--- src/rtl/core/keyed_fifo_unique_keys_macros.svh ---
// Assertion helpers shared by the keyed FIFO sources.
// Each macro expects a clock named clk and a reset named rst in scope.
`ifndef KEYED_FIFO_UNIQUE_KEYS_MACROS_SVH
`define KEYED_FIFO_UNIQUE_KEYS_MACROS_SVH

// Same-cycle implication, quiet while reset is high.
`define KFUK_ASSERT_IMP(lbl, ante, cons, msg) \
  lbl: assert property (@(posedge clk) disable iff (rst) (ante) |-> (cons)) \
    else $error(msg);

// Next-cycle implication, quiet while reset is high.
`define KFUK_ASSERT_NXT(lbl, ante, cons, msg) \
  lbl: assert property (@(posedge clk) disable iff (rst) (ante) |=> (cons)) \
    else $error(msg);

`endif

--- src/rtl/core/kfuk_pkg.sv ---
package kfuk_pkg;

  // Queue geometry; the depth is a power of two so slot indexes wrap freely
  localparam int DEPTH  = 16;
  localparam int IDX_W  = $clog2(DEPTH);
  localparam int CNT_W  = IDX_W + 1;
  localparam int DATA_W = 32;
  localparam int POS_W  = 5;
  localparam int CMD_W  = 2;

  localparam logic [CNT_W-1:0] DEPTH_CNT = CNT_W'(DEPTH);

  // Command codes
  localparam logic [CMD_W-1:0] CMD_PUSH = 2'd0;
  localparam logic [CMD_W-1:0] CMD_POP  = 2'd1;
  localparam logic [CMD_W-1:0] CMD_READ = 2'd2;
  localparam logic [CMD_W-1:0] CMD_NOP  = 2'd3;

  typedef struct packed {
    logic [CMD_W-1:0]         cmd;
    logic signed [DATA_W-1:0] key_in;
    logic signed [DATA_W-1:0] value_in;
    logic [POS_W-1:0]         position;
  } req_t;

  typedef struct packed {
    logic                     ok;
    logic signed [DATA_W-1:0] key_out;
    logic signed [DATA_W-1:0] value_out;
    logic [CNT_W-1:0]         count_out;
  } rsp_t;

  // Store access from the sequencer: one write port, one read port
  typedef struct packed {
    logic                     wr_en;
    logic [IDX_W-1:0]         wr_addr;
    logic signed [DATA_W-1:0] wr_key;
    logic signed [DATA_W-1:0] wr_value;
    logic [IDX_W-1:0]         rd_addr;
  } mem_req_t;

  typedef enum logic [2:0] {
    ST_IDLE,
    ST_SCAN,
    ST_FETCH,
    ST_LOAD,
    ST_RESP
  } state_t;

endpackage

--- src/rtl/core/kfuk_store.sv ---
module kfuk_store (
  input  logic                              clk,
  input  kfuk_pkg::mem_req_t                mem,
  output logic signed [kfuk_pkg::DATA_W-1:0] rd_key,
  output logic signed [kfuk_pkg::DATA_W-1:0] rd_value
);

  logic signed [kfuk_pkg::DATA_W-1:0] key_mem   [kfuk_pkg::DEPTH];
  logic signed [kfuk_pkg::DATA_W-1:0] value_mem [kfuk_pkg::DEPTH];

  // Write the pair at the tail slot
  always_ff @(posedge clk) begin
    if (mem.wr_en) begin
      key_mem[mem.wr_addr]   <= mem.wr_key;
      value_mem[mem.wr_addr] <= mem.wr_value;
    end
  end

  // Read one slot per cycle, data registered
  always_ff @(posedge clk) begin
    rd_key   <= key_mem[mem.rd_addr];
    rd_value <= value_mem[mem.rd_addr];
  end

endmodule

--- src/rtl/core/kfuk_ctrl.sv ---
`include "keyed_fifo_unique_keys_macros.svh"

module kfuk_ctrl (
  input  logic                               clk,
  input  logic                               rst,
  input  logic                               req_valid,
  output logic                               req_ready,
  input  kfuk_pkg::req_t                     req,
  output logic                               res_valid,
  input  logic                               res_ready,
  output kfuk_pkg::rsp_t                     res,
  output kfuk_pkg::mem_req_t                 mem,
  input  logic signed [kfuk_pkg::DATA_W-1:0] rd_key,
  input  logic signed [kfuk_pkg::DATA_W-1:0] rd_value
);

  kfuk_pkg::state_t state;
  kfuk_pkg::state_t state_next;

  // Control registers
  logic [kfuk_pkg::IDX_W-1:0] head;
  logic [kfuk_pkg::CNT_W-1:0] count;
  logic [kfuk_pkg::CNT_W-1:0] scan_idx;
  logic                       cmp_pend;

  // Item and result registers
  logic [kfuk_pkg::CMD_W-1:0]         cmd_reg;
  logic signed [kfuk_pkg::DATA_W-1:0] key_reg;
  logic signed [kfuk_pkg::DATA_W-1:0] value_reg;
  logic [kfuk_pkg::POS_W-1:0]         pos_reg;
  logic                               res_ok;
  logic signed [kfuk_pkg::DATA_W-1:0] res_key;
  logic signed [kfuk_pkg::DATA_W-1:0] res_value;

  logic                       req_fire;
  logic                       start_ok;
  logic                       match;
  logic                       scan_done;
  logic                       pop_load;
  logic [kfuk_pkg::POS_W-1:0] pos_off;

  assign req_fire  = req_valid && req_ready;
  assign match     = cmp_pend && (rd_key == key_reg);
  assign scan_done = (scan_idx == count);
  assign pop_load  = (state == kfuk_pkg::ST_LOAD) && (cmd_reg == kfuk_pkg::CMD_POP);
  assign pos_off   = pos_reg - 1'b1;

  // Decide whether the incoming item needs the store at all
  always_comb begin
    case (req.cmd)
      kfuk_pkg::CMD_PUSH: start_ok = (count < kfuk_pkg::DEPTH_CNT);
      kfuk_pkg::CMD_POP:  start_ok = (count != '0);
      kfuk_pkg::CMD_READ: start_ok = (req.position != '0) &&
                                     (req.position <= count);
      default:            start_ok = 1'b0;
    endcase
  end

  // Next state
  always_comb begin
    state_next = state;
    case (state)
      kfuk_pkg::ST_IDLE: begin
        if (req_fire) begin
          if (!start_ok) begin
            state_next = kfuk_pkg::ST_RESP;
          end else if (req.cmd == kfuk_pkg::CMD_PUSH) begin
            state_next = kfuk_pkg::ST_SCAN;
          end else begin
            state_next = kfuk_pkg::ST_FETCH;
          end
        end
      end
      kfuk_pkg::ST_SCAN: begin
        if (match || scan_done) begin
          state_next = kfuk_pkg::ST_RESP;
        end
      end
      kfuk_pkg::ST_FETCH: state_next = kfuk_pkg::ST_LOAD;
      kfuk_pkg::ST_LOAD:  state_next = kfuk_pkg::ST_RESP;
      kfuk_pkg::ST_RESP: begin
        if (res_ready) begin
          state_next = kfuk_pkg::ST_IDLE;
        end
      end
      default: state_next = kfuk_pkg::ST_IDLE;
    endcase
  end

  // Outputs: handshakes and store access
  always_comb begin
    req_ready    = (state == kfuk_pkg::ST_IDLE);
    res_valid    = (state == kfuk_pkg::ST_RESP);
    mem.wr_en    = 1'b0;
    mem.wr_addr  = head + count[kfuk_pkg::IDX_W-1:0];
    mem.wr_key   = key_reg;
    mem.wr_value = value_reg;
    mem.rd_addr  = head + scan_idx[kfuk_pkg::IDX_W-1:0];
    case (state)
      kfuk_pkg::ST_SCAN: begin
        mem.wr_en = !match && scan_done;
      end
      kfuk_pkg::ST_FETCH: begin
        if (cmd_reg == kfuk_pkg::CMD_READ) begin
          mem.rd_addr = head + pos_off[kfuk_pkg::IDX_W-1:0];
        end else begin
          mem.rd_addr = head;
        end
      end
      default: begin
      end
    endcase
  end

  assign res.ok        = res_ok;
  assign res.key_out   = res_key;
  assign res.value_out = res_value;
  assign res.count_out = count;

  // Advance the sequencer, queue pointers and scan counter
  always_ff @(posedge clk) begin
    if (rst) begin
      state    <= kfuk_pkg::ST_IDLE;
      head     <= '0;
      count    <= '0;
      scan_idx <= '0;
      cmp_pend <= 1'b0;
    end else begin
      state <= state_next;
      case (state)
        kfuk_pkg::ST_IDLE: begin
          scan_idx <= '0;
          cmp_pend <= 1'b0;
        end
        kfuk_pkg::ST_SCAN: begin
          if (!match && !scan_done) begin
            scan_idx <= scan_idx + 1'b1;
            cmp_pend <= 1'b1;
          end else if (!match) begin
            count <= count + 1'b1;
          end
        end
        kfuk_pkg::ST_LOAD: begin
          if (cmd_reg == kfuk_pkg::CMD_POP) begin
            head  <= head + 1'b1;
            count <= count - 1'b1;
          end
        end
        default: begin
        end
      endcase
    end
  end

  // Hold the item and build the result
  always_ff @(posedge clk) begin
    case (state)
      kfuk_pkg::ST_IDLE: begin
        if (req_fire) begin
          cmd_reg   <= req.cmd;
          key_reg   <= req.key_in;
          value_reg <= req.value_in;
          pos_reg   <= req.position;
          res_ok    <= 1'b0;
          res_key   <= '0;
          res_value <= '0;
        end
      end
      kfuk_pkg::ST_SCAN: begin
        if (!match && scan_done) begin
          res_ok <= 1'b1;
        end
      end
      kfuk_pkg::ST_LOAD: begin
        res_ok    <= 1'b1;
        res_key   <= rd_key;
        res_value <= rd_value;
      end
      default: begin
      end
    endcase
  end

  `KFUK_ASSERT_IMP(a_count_max, 1'b1, count <= kfuk_pkg::DEPTH_CNT, "count beyond depth")
  `KFUK_ASSERT_IMP(a_wr_room, mem.wr_en, count < kfuk_pkg::DEPTH_CNT, "write into full queue")
  `KFUK_ASSERT_NXT(a_wr_count, mem.wr_en, count == $past(count) + 1'b1, "push did not count")
  `KFUK_ASSERT_NXT(a_pop_head, pop_load, head == $past(head) + 1'b1, "pop did not advance head")

endmodule

--- src/rtl/core/keyed_fifo_unique_keys.sv ---
// Keyed FIFO with unique keys: a queue of up to 16 key/value pairs.
// Request channel req_valid/req_ready/req carries cmd (push, pop, nop, read at
// a one-based position), key_in, value_in and position. Response channel
// rsp_valid/rsp_ready/rsp returns ok, key_out, value_out and count_out,
// exactly one response item per request item, in order.
// A push scans the stored keys one per cycle through a single read port
// and one 32-bit comparator, then writes the tail slot if no key matched.
// A pop or in-range read fetches one slot from the store; a rejected item
// goes straight to the response state. Each result is then registered in
// the output register before it appears on rsp.
// req_ready is high only while the sequencer is idle; it may take the next
// item while the previous response still sits in the output register.
// A stalled receiver holds the response, and the sequencer then waits with
// its finished result until the output register frees up.
// Reset empties the queue (count and head to zero); store contents are not
// cleared, as data read from unwritten slots is never used.
module keyed_fifo_unique_keys (
  input  logic           clk,
  input  logic           rst,
  input  logic           req_valid,
  output logic           req_ready,
  input  kfuk_pkg::req_t req,
  output logic           rsp_valid,
  input  logic           rsp_ready,
  output kfuk_pkg::rsp_t rsp
);

  kfuk_pkg::mem_req_t                 mem;
  kfuk_pkg::rsp_t                     res;
  logic                               res_valid;
  logic                               res_ready;
  logic signed [kfuk_pkg::DATA_W-1:0] rd_key;
  logic signed [kfuk_pkg::DATA_W-1:0] rd_value;

  kfuk_ctrl u_ctrl (
    .clk       (clk),
    .rst       (rst),
    .req_valid (req_valid),
    .req_ready (req_ready),
    .req       (req),
    .res_valid (res_valid),
    .res_ready (res_ready),
    .res       (res),
    .mem       (mem),
    .rd_key    (rd_key),
    .rd_value  (rd_value)
  );

  kfuk_store u_store (
    .clk      (clk),
    .mem      (mem),
    .rd_key   (rd_key),
    .rd_value (rd_value)
  );

  // Output register: take a result when empty or being drained
  assign res_ready = !rsp_valid || rsp_ready;

  always_ff @(posedge clk) begin
    if (rst) begin
      rsp_valid <= 1'b0;
    end else if (res_valid && res_ready) begin
      rsp_valid <= 1'b1;
    end else if (rsp_ready) begin
      rsp_valid <= 1'b0;
    end
  end

  always_ff @(posedge clk) begin
    if (res_valid && res_ready) begin
      rsp <= res;
    end
  end

endmodule
--- config.mk ---
export PLATFORM = sky130hd
export DESIGN_NAME = keyed_fifo_unique_keys
export DESIGN_NICKNAME = d
export VERILOG_FILES = /design/src/rtl/core/kfuk_pkg.sv /design/src/rtl/core/kfuk_store.sv /design/src/rtl/core/kfuk_ctrl.sv /design/src/rtl/core/keyed_fifo_unique_keys.sv
export VERILOG_INCLUDE_DIRS = /design/src /design/src/rtl/core
export SDC_FILE = /design/constraint.sdc
export NUM_CORES = 2
export LEC_CHECK = 0
export BUFFER_PORTS_ARGS = -buffer_cell sky130_fd_sc_hd__buf_2
export CAP_MARGIN = 0
export CORE_UTILIZATION = 30
export CTS_CLUSTER_DIAMETER = 50
export DETAILED_ROUTE_END_ITERATION = 7
export HOLD_SLACK_MARGIN = 0.05
export SLEW_MARGIN = 5
export SYNTH_ARGS = -nofsm -noshare
export SYNTH_HDL_FRONTEND = slang
export SYNTH_HIERARCHICAL = 1
export SYNTH_SLANG_ARGS = --single-unit
--- constraint.sdc ---
create_clock -name clk -period 11.7 [get_ports clk]
set_input_delay 0 -clock clk [delete_from_list [all_inputs] [get_ports clk]]
set_output_delay 0 -clock clk [all_outputs]
set_load 0.005 [all_outputs]
==> metrics.md <==
| Metric | Value |
|---|---|
| Outcome | finished, final reports clean |
| First-pass GRT wire length | 167000 µm |
| First-iteration detailed-routing DRC count | 2287 |
| Most frequent cells in the layout | edfxtp_1 (1229), mux4_2 (256), buf_2 (146) |
| Fin. Hold Viols | 0 |
| Yosys cell types | 57 |
| Count of flip-flops with a built-in enable after synthesis | approximately 1200 |
| Slew @ Worst Pin | between 1 and 1.5 ns |
| Top FF cell, synth | edfxtp_1 |
| CP cell instances | inv_1 > ha_1 > inv_1 > ha_1 > inv_1 > fa_1 > xor2_1 > xnor2_1 > nand2_1 > nor2_1 > a21oi_1 > xnor2_1 > nor2b_4 > buf_4 > a22oi_1 > nand2_1 |
| MaxCap Viol Count | 0 |
| Largest net degree at the start of global routing | 163 |
| RD Place Congestion | around 0.75 |
| FF+latch area | roughly 39000 µm² |
| Fraction of layout cells with a size suffix above 1 | roughly a quarter |
| Area of the multi-input gates | 9190 µm² |
| Leading area contributor after synthesis | edfxtp_1 |
| Mapped Cells | 2173 |
| Die Span Y | 403 µm |
| Period minus WS final | roughly 4.7 ns |
| Drt wl/cell | around 25 µm |
| GR Overflow Total | 0 |
| RSZ-0062 raised after global routing | no |
| Total CTS buffers | ~130 |
| Total Wirelength | 117000 µm |
| Synth top area cells | edfxtp_1 (77%), mux4_2 (12%), dfxtp_1 (3.4%) |
| Area of the mapped netlist | 48200 µm² |
| Syn avg cell area | 22.2 µm² |
| Clock transition at path regs | about 0.060 ns |
| Max Fclk | 212 MHz |
| Ports | roughly 150 |
| Root buffer cell | clkbuf_16 |
| Seq/Total Area, Yosys | approximately four fifths |
| Biggest regs | u_store/key_mem x512, u_store/value_mem x512, rsp x70 |
| TritonCTS clock tree | built |
| R2R setup slack | around 7.0 ns |
| Setup total negative slack | 0 ns |
| Slew Limit Fails | 0 |
| Worst Hold Class | in -> reg |
| GRT Util Overall | between 10% and 20% |
| Core area | between 150000 and 200000 µm² |
| Fillers | around 15000 |
| CP max FO | 43 |
| Final antenna-violating net count | 0 |
| Worst skew pair latency | between 0.7 and 0.8 ns |
| Final setup violation count | 0 |
| Crit path required time | between 10 and 15 ns |
| CP peak stage delay | 0.89 ns |
| CTS sink cnt | approximately 1300 |
| Std cell rows | ~150 |
| Flip-flop and latch count after synthesis | 1312 |
| Synth top area share | between 70% and 80% |
| Dpl cells | about 4300 |
| Pwr per Cell Area | ~180 nW/µm² |
| Die X | slightly above 400 µm |
| Fin nets | between 2000 and 3000 |
| Initial core utilization | ~30% |
| Critical path class | reg -> reg |
| Vias in the first global route | 23400 |
| Antenna diodes | 0 |
| Via/cell ratio | just under 5 |
| Port Buffers | approximately 150 |
| Max Clock Skew | about 0.038 ns |
| CP Capture Type | register |
| Post-DP HPWL | about 60000 µm |
| Post-Layout Cell Count | approximately 4700 |
| DRC violations left | 0 |
| Initial antenna violation count | 8 |
| Synth-to-Final Area Change | 18.7% |
| Final period utilization | 40.3% |
| TritonRoute pass-1 iters | 5 |
| H-tree depth | 4 |
| WP data arrival | around 5.4 ns |
| DR vias | ~23000 |
| VDD IR-drop max | between 0.00015 and 0.0002 V |
| Syn nets | around 2300 |
| Yosys warns | 6 |
| Max_slew headroom | 27.0% |
| Ys async rst share | 0% |
| Max clock buf depth | 3 |
| Setup Fix Bufs, Post-CTS | 0 |
| Crit-path slowest cell | nor2b_4 |
| Crit start category | register |
| Worst path most repeated cell | inv_1 |
| Static Leakage | roughly 18 nW |
| Commonest non-fill, non-tap cell in the layout | edfxtp_1 |
| Die area | ~160000 µm² |
==> layout make-up <==
class | count | area share (%)
flip-flops and latches | 1312 | 67.4
inverters | 29 | 0.190
clock inverters | 54 | 0.772
multi-input cells | 730 | 16.1
clock buffers | 189 | 6.69
well taps | 2072 | 4.53
repair buffers | 332 | 4.39
==> cells by family (layout without fill, tap and decap cells) <==
group                    Yosys count  count (layout)  share of synthesized area, %
AO/OA/AOI/OAI                    171             171                          2.63
multiplexers                     260             260                          12.0
flip-flops                      1312            1312                          80.0
XOR/XNOR                          52              52                         0.944
AND/OR/NAND/NOR                  223             223                          2.41
adder cells (fa/ha/maj)           24              24                         0.685
buffers and inverters            131             604                          1.33
==> synthesized netlist by cell type (5+ instances only) <==
library cell  number
buf_1             16
a22oi_1          128
ha_1              20
mux4_2           256
buf_6             14
xnor2_1           43
inv_1             29
buf_4              7
nand2_1           78
nor2_1            30
nand4_1           10
o21ai_0            6
buf_2             13
nand3_1            5
edfxtp_1        1229
dfxtp_1           83
and3_1            63
nor3_1             9
xor2_1             9
a21o_1             6
clkbuf_1          52
a21oi_1           14
==> power by group <==
| part | leakage, nW | internal (mW) | switching [mW] |
|---|---|---|---|
| Clock | 2.07 | 2.37 | 1.78 |
| Sequential | 11.9 | 5.33 | 0.142 |
| Combinational | 4.32 | 0.192 | 0.259 |
==> critical path: cells and delay by family, from the launching register on <==
family	cells	cell delay [ns]
flip-flops	1	0.42
AO/OA/AOI/OAI	2	0.30
AND/OR/NAND/NOR	4	1.17
adder cells (fa/ha/maj)	3	0.82
XOR/XNOR	3	0.82
buffers and inverters	4	1.10
==> metal layers <==
metal | wire length [µm] | vias up | GRT usage (%)
li1 | - | 9779 | -
met1 | 50900 | 12400 | 20.2
met2 | 55900 | 836 | 22.7
met3 | 8170 | 112 | 2.70
met4 | 1610 | 0 | 3.60
met5 | 0 | - | 0
==> per-stage QoR <==
stage / utilization [%] / instance area, µm² / setup slack [ns] / power, mW / hold slack, ns
after global routing: 36.0 / 57200 / 6.67 / 10.4 / 0.0506
after CTS: 36.0 / 57200 / 7.02 / 10.2 / 0.0552
after floorplan: - / 48200 / 4.97 / 5.77 / 0.0624
after detailed placement: 32.4 / 51600 / 7.00 / 6.00 / 0.178
after global placement: 32.4 / 51600 / 6.97 / 6.00 / 0.179
final: 36.0 / 57200 / 6.99 / 10.1 / 0.0771
==> worst paths after layout <==
check	from	endpoint	depth (start not counted)
worst max register to register	u_ctrl/head[1]$_SDFFE_PP0P_	u_store/rd_value[8]$_DFF_P_	16
worst min-delay path	req[39]	u_ctrl/key_reg[2]$_DFFE_PP_	2
worst min register to register	u_ctrl/res_value[10]$_SDFFCE_PN0P_	rsp[15]$_DFFE_PP_	0
worst max-delay path	u_ctrl/head[1]$_SDFFE_PP0P_	u_store/rd_value[8]$_DFF_P_	16
==> what timing repair did <==
item | CTS | global route
gates resized for setup | 0 | 0
hold buffers | 140 | 0
hold endpoints to repair | 123 | 0
Note: power is estimated with default switching activity, not from simulation.
